## src/rtl/html_tag_entity_stripper_unit_macros.svh

```systemverilog
// ----------------------------------------------------------------------------
// HTML tag and entity stripper assertion macros
// Shared concurrent check forms for the stripper block.
// ----------------------------------------------------------------------------
`ifndef HTML_TAG_ENTITY_STRIPPER_UNIT_MACROS_SVH
`define HTML_TAG_ENTITY_STRIPPER_UNIT_MACROS_SVH

// Same-cycle implication, disabled during reset.
`define HTES_ASSERT_IMPLY(label, clk, rst_n, ante, cons, msg) \
    label: assert property (@(posedge clk) disable iff (!rst_n) (ante) |-> (cons)) \
        else $error(msg);

// Next-cycle implication, disabled during reset.
`define HTES_ASSERT_NEXT(label, clk, rst_n, ante, cons, msg) \
    label: assert property (@(posedge clk) disable iff (!rst_n) (ante) |=> (cons)) \
        else $error(msg);

`endif

```

## src/rtl/htes_pkg.sv

```systemverilog
// ----------------------------------------------------------------------------
// HTES package
// Character codes, entity pattern table and the burst descriptor type.
// ----------------------------------------------------------------------------
package htes_pkg;

    localparam int CH_W  = 8;
    localparam int CNT_W = 3;

    localparam logic [CNT_W-1:0] ENT_LAST_IDX = 3'd5;

    localparam logic [CH_W-1:0] CH_LT   = 8'h3C;
    localparam logic [CH_W-1:0] CH_GT   = 8'h3E;
    localparam logic [CH_W-1:0] CH_AMP  = 8'h26;
    localparam logic [CH_W-1:0] CH_HASH = 8'h23;
    localparam logic [CH_W-1:0] CH_N    = 8'h6E;
    localparam logic [CH_W-1:0] CH_SEMI = 8'h3B;
    localparam logic [CH_W-1:0] CH_LF   = 8'h0A;

    localparam logic PAT_NUMERIC = 1'b0;
    localparam logic PAT_NBSP    = 1'b1;

    // One accepted character's worth of output: a run of held pattern
    // characters, then an optional tail character, or an end marker at string end if both are empty.
    typedef struct packed {
        logic [CNT_W-1:0] rel_cnt;
        logic             rel_pat;
        logic             tail_valid;
        logic [CH_W-1:0]  tail_ch;
        logic             last;
        logic [CNT_W-1:0] total;
    } htes_desc_t;

    function automatic logic [CH_W-1:0] ent_char(input logic pat, input logic [CNT_W-1:0] idx);
        logic [CH_W-1:0] c;
        c = CH_SEMI;
        if (pat == PAT_NUMERIC)
        begin
            case (idx)
                3'd0:    c = CH_AMP;
                3'd1:    c = CH_HASH;
                3'd2:    c = 8'h31;
                3'd3:    c = 8'h36;
                3'd4:    c = 8'h30;
                default: c = CH_SEMI;
            endcase
        end
        else
        begin
            case (idx)
                3'd0:    c = CH_AMP;
                3'd1:    c = CH_N;
                3'd2:    c = 8'h62;
                3'd3:    c = 8'h73;
                3'd4:    c = 8'h70;
                default: c = CH_SEMI;
            endcase
        end
        return c;
    endfunction

endpackage

```

## src/rtl/htes_if.sv

```systemverilog
// ----------------------------------------------------------------------------
// HTES stream interfaces
// Valid/ready channels for input characters and output results.
// ----------------------------------------------------------------------------
interface htes_in_if;
    logic       valid;
    logic       ready;
    logic [7:0] ch;
    logic       last;

    modport source (output valid, output ch, output last, input ready);
    modport sink   (input valid, input ch, input last, output ready);
endinterface

interface htes_out_if;
    logic       valid;
    logic       ready;
    logic [7:0] ch_out;
    logic       has_char;
    logic       run_last;
    logic       string_end;

    modport source (output valid, output ch_out, output has_char, output run_last,
                    output string_end, input ready);
    modport sink   (input valid, input ch_out, input has_char, input run_last,
                    input string_end, output ready);
endinterface

```

## src/rtl/htes_classify.sv

```systemverilog
// ----------------------------------------------------------------------------
// HTES classifier
// Holds tag/entity state and turns each accepted character into a descriptor.
// ----------------------------------------------------------------------------
module htes_classify (
    input  logic                  clk,
    input  logic                  rst_n,
    input  logic                  fire,
    input  logic [7:0]            ch,
    input  logic                  last,
    output htes_pkg::htes_desc_t  desc
);
    import htes_pkg::*;

    logic             inside_reg, inside_next;
    logic [CNT_W-1:0] held_reg, held_next;
    logic             pat_reg, pat_next;

    always_comb
    begin
        logic [CNT_W-1:0] h_eff;
        logic             fresh;
        logic [CNT_W-1:0] rel_cnt;
        logic             rel_pat;
        logic             tail_valid;
        logic             marker;

        h_eff       = (held_reg > ENT_LAST_IDX) ? '0 : held_reg;
        inside_next = inside_reg;
        held_next   = h_eff;
        pat_next    = pat_reg;
        rel_cnt     = '0;
        rel_pat     = pat_reg;
        fresh       = 1'b0;
        tail_valid  = 1'b0;

        if (inside_reg)
        begin
            if (ch == CH_GT)
                inside_next = 1'b0;
        end
        else if (h_eff == 3'd1)
        begin
            if (ch == CH_HASH)
            begin
                pat_next  = PAT_NUMERIC;
                held_next = 3'd2;
            end
            else if (ch == CH_N)
            begin
                pat_next  = PAT_NBSP;
                held_next = 3'd2;
            end
            else
            begin
                rel_cnt   = h_eff;
                held_next = '0;
                fresh     = 1'b1;
            end
        end
        else if (h_eff > 3'd1)
        begin
            if (ch == ent_char(pat_reg, h_eff))
                held_next = (h_eff == ENT_LAST_IDX) ? '0 : h_eff + 3'd1;
            else
            begin
                rel_cnt   = h_eff;
                held_next = '0;
                fresh     = 1'b1;
            end
        end
        else
        begin
            fresh = 1'b1;
        end

        if (fresh)
        begin
            case (ch)
                CH_LT:   inside_next = 1'b1;
                CH_AMP:  held_next   = 3'd1;
                CH_LF:   tail_valid  = 1'b0;
                default: tail_valid  = 1'b1;
            endcase
        end

        // Flush whatever is still held at end of string
        if (last)
        begin
            if (held_next != '0)
            begin
                if (rel_cnt == '0)
                begin
                    rel_cnt = held_next;
                    rel_pat = pat_next;
                end
                else
                begin
                    tail_valid = 1'b1;
                end
            end
            inside_next = 1'b0;
            held_next   = '0;
            pat_next    = PAT_NUMERIC;
        end

        marker = last && (rel_cnt == '0) && !tail_valid;

        desc.rel_cnt    = rel_cnt;
        desc.rel_pat    = rel_pat;
        desc.tail_valid = tail_valid;
        desc.tail_ch    = ch;
        desc.last       = last;
        desc.total      = rel_cnt + {{(CNT_W-1){1'b0}}, tail_valid}
                        + {{(CNT_W-1){1'b0}}, marker};
    end

    always_ff @(posedge clk or negedge rst_n)
    begin
        if (!rst_n)
        begin
            inside_reg <= 1'b0;
            held_reg   <= '0;
            pat_reg    <= PAT_NUMERIC;
        end
        else if (fire)
        begin
            inside_reg <= inside_next;
            held_reg   <= held_next;
            pat_reg    <= pat_next;
        end
    end

endmodule

```

## src/rtl/htes_emit.sv

```systemverilog
// ----------------------------------------------------------------------------
// HTES emitter
// Holds one descriptor and walks it out one result per cycle, while dout is ready, into a register.
// ----------------------------------------------------------------------------
module htes_emit (
    input  logic                  clk,
    input  logic                  rst_n,
    input  logic                  load,
    input  htes_pkg::htes_desc_t  desc,
    output logic                  free,
    htes_out_if.source            dout
);
    import htes_pkg::*;

    logic             burst_valid_reg;
    htes_desc_t       burst_reg;
    logic [CNT_W-1:0] idx_reg;

    logic             out_valid_reg;
    logic [CH_W-1:0]  ch_out_reg;
    logic             has_char_reg;
    logic             run_last_reg;
    logic             string_end_reg;

    logic             out_load;
    logic             item_final;
    logic [CH_W-1:0]  item_ch;
    logic             item_has;

    assign out_load   = burst_valid_reg && (!out_valid_reg || dout.ready);
    assign item_final = (idx_reg == burst_reg.total - 3'd1);
    assign free       = !burst_valid_reg || (out_load && item_final);

    always_comb
    begin
        if (idx_reg < burst_reg.rel_cnt)
        begin
            item_ch  = ent_char(burst_reg.rel_pat, idx_reg);
            item_has = 1'b1;
        end
        else if (burst_reg.tail_valid)
        begin
            item_ch  = burst_reg.tail_ch;
            item_has = 1'b1;
        end
        else
        begin
            item_ch  = '0;
            item_has = 1'b0;
        end
    end

    always_ff @(posedge clk or negedge rst_n)
    begin
        if (!rst_n)
        begin
            burst_valid_reg <= 1'b0;
            idx_reg         <= '0;
        end
        else if (load)
        begin
            burst_valid_reg <= 1'b1;
            idx_reg         <= '0;
        end
        else if (out_load)
        begin
            if (item_final)
                burst_valid_reg <= 1'b0;
            else
                idx_reg <= idx_reg + 3'd1;
        end
    end

    always_ff @(posedge clk)
    begin
        if (load)
            burst_reg <= desc;
    end

    always_ff @(posedge clk or negedge rst_n)
    begin
        if (!rst_n)
            out_valid_reg <= 1'b0;
        else if (out_load)
            out_valid_reg <= 1'b1;
        else if (dout.ready)
            out_valid_reg <= 1'b0;
    end

    always_ff @(posedge clk)
    begin
        if (out_load)
        begin
            ch_out_reg     <= item_ch;
            has_char_reg   <= item_has;
            run_last_reg   <= item_final;
            string_end_reg <= item_final && burst_reg.last;
        end
    end

    assign dout.valid      = out_valid_reg;
    assign dout.ch_out     = ch_out_reg;
    assign dout.has_char   = has_char_reg;
    assign dout.run_last   = run_last_reg;
    assign dout.string_end = string_end_reg;

endmodule

```

## src/rtl/html_tag_entity_stripper_unit.sv

```systemverilog
// A character's first result goes through the descriptor register, then the output register, to dout.
// Throughput: one character per cycle while each yields at most one result and dout is ready;
// a character with up to six results holds the descriptor register until its last is registered.
// Reset: rst_n clears tag and entity state and all valid flags at once.
// ----------------------------------------------------------------------------
// HTML tag and entity stripper
// Drops tags, &#160; / &nbsp; entities and newlines from a character stream.
// ----------------------------------------------------------------------------
`include "html_tag_entity_stripper_unit_macros.svh"

module html_tag_entity_stripper_unit (
    input  logic         clk,
    input  logic         rst_n,
    htes_in_if.sink      din,
    htes_out_if.source   dout
);
    import htes_pkg::*;

    htes_desc_t desc;
    logic       free;
    logic       fire;

    assign din.ready = free;
    assign fire      = din.valid && din.ready;

    htes_classify u_classify (
        .clk   (clk),
        .rst_n (rst_n),
        .fire  (fire),
        .ch    (din.ch),
        .last  (din.last),
        .desc  (desc)
    );

    htes_emit u_emit (
        .clk   (clk),
        .rst_n (rst_n),
        .load  (fire && (desc.total != '0)),
        .desc  (desc),
        .free  (free),
        .dout  (dout)
    );

    `HTES_ASSERT_IMPLY(a_last_closes, clk, rst_n, fire && din.last, desc.total != '0, "string end produced no result")
    `HTES_ASSERT_IMPLY(a_total_bound, clk, rst_n, fire, desc.total <= 3'd6, "burst longer than six results")
    `HTES_ASSERT_IMPLY(a_end_is_run_last, clk, rst_n, dout.valid && dout.string_end, dout.run_last, "string end not on last result")
    `HTES_ASSERT_IMPLY(a_marker_empty, clk, rst_n, dout.valid && !dout.has_char, dout.string_end && (dout.ch_out == '0), "empty result outside string end")

endmodule
```

## src/flat_wrapper.sv

```systemverilog
// flat-port wrapper written by rule: the top's interface ports become plain ports
module html_tag_entity_stripper_unit_flat import htes_pkg::*;
  (clk, rst_n, din_valid, din_ch, din_last, din_ready, dout_valid, dout_ch_out, dout_has_char, dout_run_last, dout_string_end, dout_ready);
  htes_in_if din_i ();
  htes_out_if dout_i ();
  input  logic clk;
  input  logic rst_n;
  input wire logic [$bits(din_i.valid)-1:0] din_valid;
  input wire logic [$bits(din_i.ch)-1:0] din_ch;
  input wire logic [$bits(din_i.last)-1:0] din_last;
  output wire logic [$bits(din_i.ready)-1:0] din_ready;
  output wire logic [$bits(dout_i.valid)-1:0] dout_valid;
  output wire logic [$bits(dout_i.ch_out)-1:0] dout_ch_out;
  output wire logic [$bits(dout_i.has_char)-1:0] dout_has_char;
  output wire logic [$bits(dout_i.run_last)-1:0] dout_run_last;
  output wire logic [$bits(dout_i.string_end)-1:0] dout_string_end;
  input wire logic [$bits(dout_i.ready)-1:0] dout_ready;
  assign din_i.valid = din_valid;
  assign din_i.ch = din_ch;
  assign din_i.last = din_last;
  assign din_ready = din_i.ready;
  assign dout_valid = dout_i.valid;
  assign dout_ch_out = dout_i.ch_out;
  assign dout_has_char = dout_i.has_char;
  assign dout_run_last = dout_i.run_last;
  assign dout_string_end = dout_i.string_end;
  assign dout_i.ready = dout_ready;
  html_tag_entity_stripper_unit u_core (.clk(clk), .rst_n(rst_n), .din(din_i), .dout(dout_i));
endmodule
```

## config.mk

```make
export PLATFORM = sky130hd
export DESIGN_NAME = html_tag_entity_stripper_unit_flat
export DESIGN_NICKNAME = d
export VERILOG_FILES = /design/src/rtl/htes_pkg.sv /design/src/rtl/htes_if.sv /design/src/rtl/htes_classify.sv /design/src/rtl/htes_emit.sv /design/src/rtl/html_tag_entity_stripper_unit.sv /design/src/flat_wrapper.sv
export VERILOG_INCLUDE_DIRS = /design/src /design/src/rtl
export SDC_FILE = /design/constraint.sdc
export NUM_CORES = 1
export LEC_CHECK = 0
export BUFFER_PORTS_ARGS = -buffer_cell sky130_fd_sc_hd__buf_2
export CAP_MARGIN = 20
export CORE_MARGIN = 2
export CORE_UTILIZATION = 50
export DETAILED_ROUTE_END_ITERATION = 8
export HOLD_SLACK_MARGIN = 0.02
export PLACE_DENSITY = 0.79
export SLEW_MARGIN = 10
export SYNTH_ARGS = -nofsm -noshare
export SYNTH_HDL_FRONTEND = slang
export SYNTH_SLANG_ARGS = --single-unit
```

## constraint.sdc

```tcl
create_clock -name clk -period 7.25 [get_ports clk]
set_input_delay 0.3625 -clock clk [delete_from_list [all_inputs] [get_ports clk]]
set_output_delay 0.3625 -clock clk [all_outputs]
set_load 0.005 [all_outputs]
```

# Word-level counts from Yosys, hierarchy flattened

Index checks and enable logic that the tools add are counted.

Div/mod/pow operators: 0
Add/sub/neg operators: 5
Equal/unequal tests: 18
Bitwise logic cells: 0
Multipliers: 0
$lt $le $gt $ge: 3
Shifts and indexed selects: 0
Reductions and logical operators: 24
Multiplexer cells: 64

Operator list:

| kind                                                                  | count |
|---|---|
| 3-bit two-way mux                                                     | 21 |
| 8-bit two-way mux                                                     | 7 |
| 7-bit case mux with 5 select lines                                    | 1 |
| 8-bit by 6-bit equality test with 1-bit output, second input constant | 4 |
| 1-bit two-way mux                                                     | 30 |
| 7-bit case mux with 4 select lines                                    | 1 |
| 5-bit case mux with 5 select lines                                    | 1 |
| 5-bit case mux with 4 select lines                                    | 1 |
| 3-bit by 2-bit equality test with 1-bit output, second input constant | 4 |
| 3-bit logical NOT                                                     | 4 |
| 3-bit equality test, second input constant                            | 3 |
| 8-bit by 4-bit equality test with 1-bit output, second input constant | 1 |
| 8-bit by 7-bit equality test with 1-bit output, second input constant | 1 |
| 8-bit equality test                                                   | 1 |
| 1-bit logical AND                                                     | 7 |
| 3-bit by 1-bit adder with 3-bit output                                | 2 |
| 3-bit by 1-bit adder with 3-bit output, second input constant         | 2 |
| 3-bit by 1-bit equality test with 1-bit output, second input constant | 2 |
| 2-bit nonzero test                                                    | 3 |
| 3-bit nonzero test                                                    | 2 |
| 2-bit two-way mux                                                     | 2 |
| 2-bit AND reduction                                                   | 2 |
| 3-bit equality test                                                   | 1 |
| 3-bit by 1-bit > comparator with 1-bit output, second input constant  | 1 |
| other kinds (7)                                                       | 10 |

ROM bits: 0
Bits in writable memories: 0
Memories: 0
Register bits: 38
Output and inout bits: 13
Latch bits: 0

# Depth between registers and ports, before layout

Word-level depth: 26
Depth in mapped cells: 21

# Cells and area by module

From an unflattened synthesis, not the netlist that was laid out.

Cell total of the unflattened synthesis: 245
Area, all modules: 2544.9 µm²

By module, submodules not included:

| module                        | times used | cells each | area an instance (µm²) |
|---|---|---|---|
| htes_emit                     | 1          | 108        | 1502.7 |
| htes_classify                 | 1          | 135        | 1026.0 |
| html_tag_entity_stripper_unit | 1          | 2          | 16.3 |

# Worst setup path before layout

OpenSTA, ideal clock, no wires.

Path kind: flip-flop to flip-flop
From: register u_core.u_classify.held_reg[0]
To: register u_core.u_emit.burst_reg[0] (netlist bit) (enable)
Setup slack: 2.231 ns
Arrival: 4.650 ns
Setup time: 0.369 ns
Required time: 6.881 ns
Cell stages (with the launch flop): 21
Cells stage by stage: dfrtp_1 > buf_6 > clkbuf_1 > and2_1 > ha_1 > a221oi_2 > xor2_1 > nand4b_4 > or2_4 > o41a_1 > o22ai_1 > nor4_1 > and2_1 > ha_1 > o21bai_1 > ha_1 > nor3_1 > mux2_2 > a311oi_1 > o31ai_2 > inv_1

RTL lines:

| item                   | line                 | text |
|---|---|---|
| start, declared        | htes_classify.sv:16  | `logic [CNT_W-1:0] held_reg, held_next;` |
| start signal, assigned | htes_classify.sv:129 | `held_reg <= held_next;` |
| end signal, assigned   | htes_emit.sv:77      | `burst_reg <= desc;` |
| end, declared          | htes_emit.sv:16      | `htes_desc_t burst_reg;` |

==> out/metrics.csv <==
stage;metric;value;unit
die;CORE AREA;0.00504;mm2
grt;first-pass GRT wire length;8.47;mm
drt;routed vias/inst;5.70;
yosys;syn avg cell area;9.68;um2
yosys;sequential element share of the synthesized area;42.0;%
sta;Fin Setup TNS;0;ps
sta;final worst path period need;5730;ps
hold_path;worst hold path class;input port to flop;
run_status;outcome;completed;
critical_path;Reg-to-Reg End;u_core.u_emit.burst_reg[11];
die;die width;76.0;um
hold_path;Hold Crit Endpoint;u_core.u_emit.burst_reg[11];
yosys;post-synth cell types;67;
yosys;flops & latches, synth;38;
sta;unrepaired setup endpoints after global routing;no;
yosys;Async SR Flop Fraction;26.3;%
drt;final WL;4.97;mm
die;Starting Density;51.5;%
sta;Least-Margin Pin Slew;582;ps
die;Die Footprint;0.00578;mm2
drt;DR pass1 iterations;5;
cts;clk_lat worst skew;280;ps
drt;Final ANT Viol Nets;0;
hold_path;hold path startpoint;din_ch[7];
power_and_ir_drop;maximum vdd drop;0.114;mV
die;row cnt;26;
final_layout;diode count;0;
drt;vias post-DR;2057;
critical_path;critical path launch point type;flop;
sta;Final Hold Fails;0;
cts;htree depth;2;
cts;clk sink count;38;
drt;Residual DRC;0;
critical_path;crit-path cells;nor2b_1, and2_1, ha_1, a221oi_2, xor2_1, nand4b_4, or2_4, o41a_1, o22ai_1, nor4_1, and2_1, ha_1, o21bai_1, ha_1, nor3_1, mux2_2, a311oi_1, o31ai_2, inv_1;
power_and_ir_drop;leakage power;1.17;nW
cts;Root Driver;clkbuf_8;
sta;Clock Skew;7.58;ps
grt;vias in the first global route;1779;
yosys;Post-Syn Instances;268;
drt;post-DR wirelength/cell;13.8;um
drt;drt initial violations;125;
cts;clock slew at reported path FFs;70;ps
placed_design;PortBufs;25;
critical_path;crit-path max FO;17;
critical_path;WP data required;7160;ps
cts;buffers from clock root to sink, at most;2;
final_layout;final net count;314;
critical_path;peak per-stage delay on the critical path;550;ps
final_layout;final cell count without fillers;361;
final_layout;max reg flops;17;
die;die height;76.0;um
cts;Num CTS Buffers;5;
grt;initial antenna violation count;0;
sta;Fmax achieved;174;MHz
placed_design;Final HPWL DP;3.76;mm
critical_path;slack of the worst reg-to-reg path;1520;ps
hold_path;Worst Hold Depth;1;
yosys;Post-synth EDFFs;28;
critical_path;most used cell, CP;ha_1;
critical_path;cell depth of the worst flop-to-flop path;19;
critical_path;worst setup path class;flop to flop;
sta;period utilization;79.1;%
critical_path;Worst Setup End Kind;flop;
placed_design;Final GP Congestion;0.964;
cts;post_cts resized;0;
final_layout;share of cells above drive strength 1;15.8;%
critical_path;crit path launch;u_core.u_classify.held_reg[1];
critical_path;R2R Path Start;u_core.u_classify.held_reg[1];
grt;largest net degree at the start of global routing;19;
sta;Final setup violation count;0;
critical_path;data arrival time of the critical path;5650;ps
yosys;Post-Syn Area;0.00259;mm2
sta;Slew Limit Fails;0;
final_layout;Layout area overhead;9.64;%
cts;post-CTS setup buffer count;0;
yosys;syn_nets;292;
die;Ports;26;
power_and_ir_drop;P per Cell Area;289;mW/mm2
run;Max-Cap Viols;0;
grt;GRT Total Usage;17.7;%
critical_path;CP max-delay cell;dfrtp_1;
placed_design;DP Cell Count;352;
yosys;top_reg_cell synth;edfxtp_1;
cts;Post-CTS Hold Buffers;1;
yosys;Synth warnings;0;
cts;CTS tree;done;
grt;gr ovfl total;0;
sta;headroom to the max-slew limit;60.8;%
logic make-up after synthesis:
logic type,share of synthesized area [%]
AOI/OAI and AO/OA,19.2
xor gates and xnor gates,2.70
adders and majority gates,5.30
buffers and inverters,5.59
DFF,42.0
muxes,2.03
and+or+nand+nor,23.1
cell usage in the layout, fill, tap and decap left out, drive strengths merged, types with 3 or more instances in the layout:
| master | instances |
|---|---|
| edfxtp | 28 |
| buf | 25 |
| inv | 24 |
| nor2 | 22 |
| nand2 | 17 |
| o21ai | 16 |
| nand3 | 11 |
| a21oi | 11 |
| ha | 11 |
| nor3 | 10 |
| dfrtp | 10 |
| nand2b | 7 |
| and2 | 6 |
| clkbuf | 6 |
| nor3b | 5 |
| nor2b | 4 |
| xor2 | 4 |
| o22ai | 4 |
| xnor2 | 4 |
| and3 | 4 |
| or2 | 4 |
| or3 | 3 |
| nor4 | 3 |
| mux2i | 3 |
| a22o | 3 |
| o31ai | 3 |
| a211oi | 3 |
cell type report:
| class | count | area, um2 |
|---|---|---|
| timing repair buffer | 26 | 135 |
| clock inverter | 2 | 10.0 |
| inverter | 24 | 90.1 |
| tap | 70 | 87.6 |
| sequential | 38 | 1090 |
| clock buffer | 6 | 72.6 |
| multi-input combinational | 195 | 1360 |
| fill | 450 | 2200 |
how the worst max path moves through the flow:
stage / end / slack [ps] / depth (start not counted)
2_1_floorplan: u_core.u_emit.burst_reg[0] / 2230 / 20
4_1_cts: u_core.u_emit.burst_reg[11] / 1540 / 19
6_report: u_core.u_emit.burst_reg[11] / 1520 / 19
5_1_grt: u_core.u_emit.burst_reg[4] / 1130 / 19
3_5_place_dp: u_core.u_emit.burst_reg[11] / 1540 / 19
3_3_place_gp: u_core.u_emit.burst_reg[11] / 1800 / 20
report_power, final:
group	switching (mW)	internal, mW	total [mW]
clock network	0.0686	0.0666	0.135
registers	0.0400	0.312	0.352
logic	0.192	0.141	0.333
routing by layer:
metal  track usage (%)  wire length (um)  vias up
li1                  -                 -     1020
met1              24.4              2280      966
met2              28.2              2420       63
met3              2.84               208        8
met4              6.73                63        0
met5                 0                 0        -
stage by stage:
| stage | util [%] | cell area (um2) | hold slack (ps) | power (mW) | setup WS [ps] |
|---|---|---|---|---|---|
| after floorplan | - | 2590 | 66.9 | 0.600 | 2230 |
| after global placement | 54.6 | 2750 | 245 | 0.686 | 1800 |
| after detailed placement | 54.6 | 2750 | 247 | 0.691 | 1540 |
| after CTS | 56.4 | 2850 | 292 | 0.827 | 1540 |
| after global routing | 56.4 | 2850 | 304 | 0.891 | 1130 |
| final | 56.4 | 2850 | 302 | 0.821 | 1520 |
cells in the mapped netlist, types with 2 or more instances:
library cell	count	area share, %
or3_1	3	0.72
o211ai_1	2	0.58
a211oi_1	2	0.58
edfxtp_1	28	32
inv_1	24	3.5
buf_2	4	0.77
xor2_1	4	1.3
and2_1	6	1.4
or2_2	2	0.48
o21ai_1	2	0.39
nor3b_1	5	1.4
a31oi_1	2	0.48
mux2_2	2	0.87
a22o_1	3	1.0
mux2i_1	3	1.2
a2bb2oi_1	2	0.68
a21oi_1	11	2.1
nor2b_1	4	0.96
nand2_1	17	2.5
and3_1	3	0.72
nand2b_1	7	1.7
o31ai_1	2	0.58
o21ai_0	14	2.7
o22ai_1	4	0.96
nor2_1	22	3.2
nor3_1	10	1.9
nor4_1	3	0.72
dfrtp_1	10	9.6
ha_1	11	5.3
nand3_1	11	2.1
xnor2_1	4	1.3
and2b_1	2	0.58
clkbuf_1	5	0.72
critical path: cells and delay by family (launching register included):
kind	cells	cell delay, ps
xor gates and xnor gates	1	260
muxes	1	270
DFF	1	550
and+or+nand+nor	7	1560
buffers and inverters	1	470
AOI/OAI and AO/OA	6	1500
adders and majority gates	3	750
Note: power is estimated with default switching activity, not from simulation.
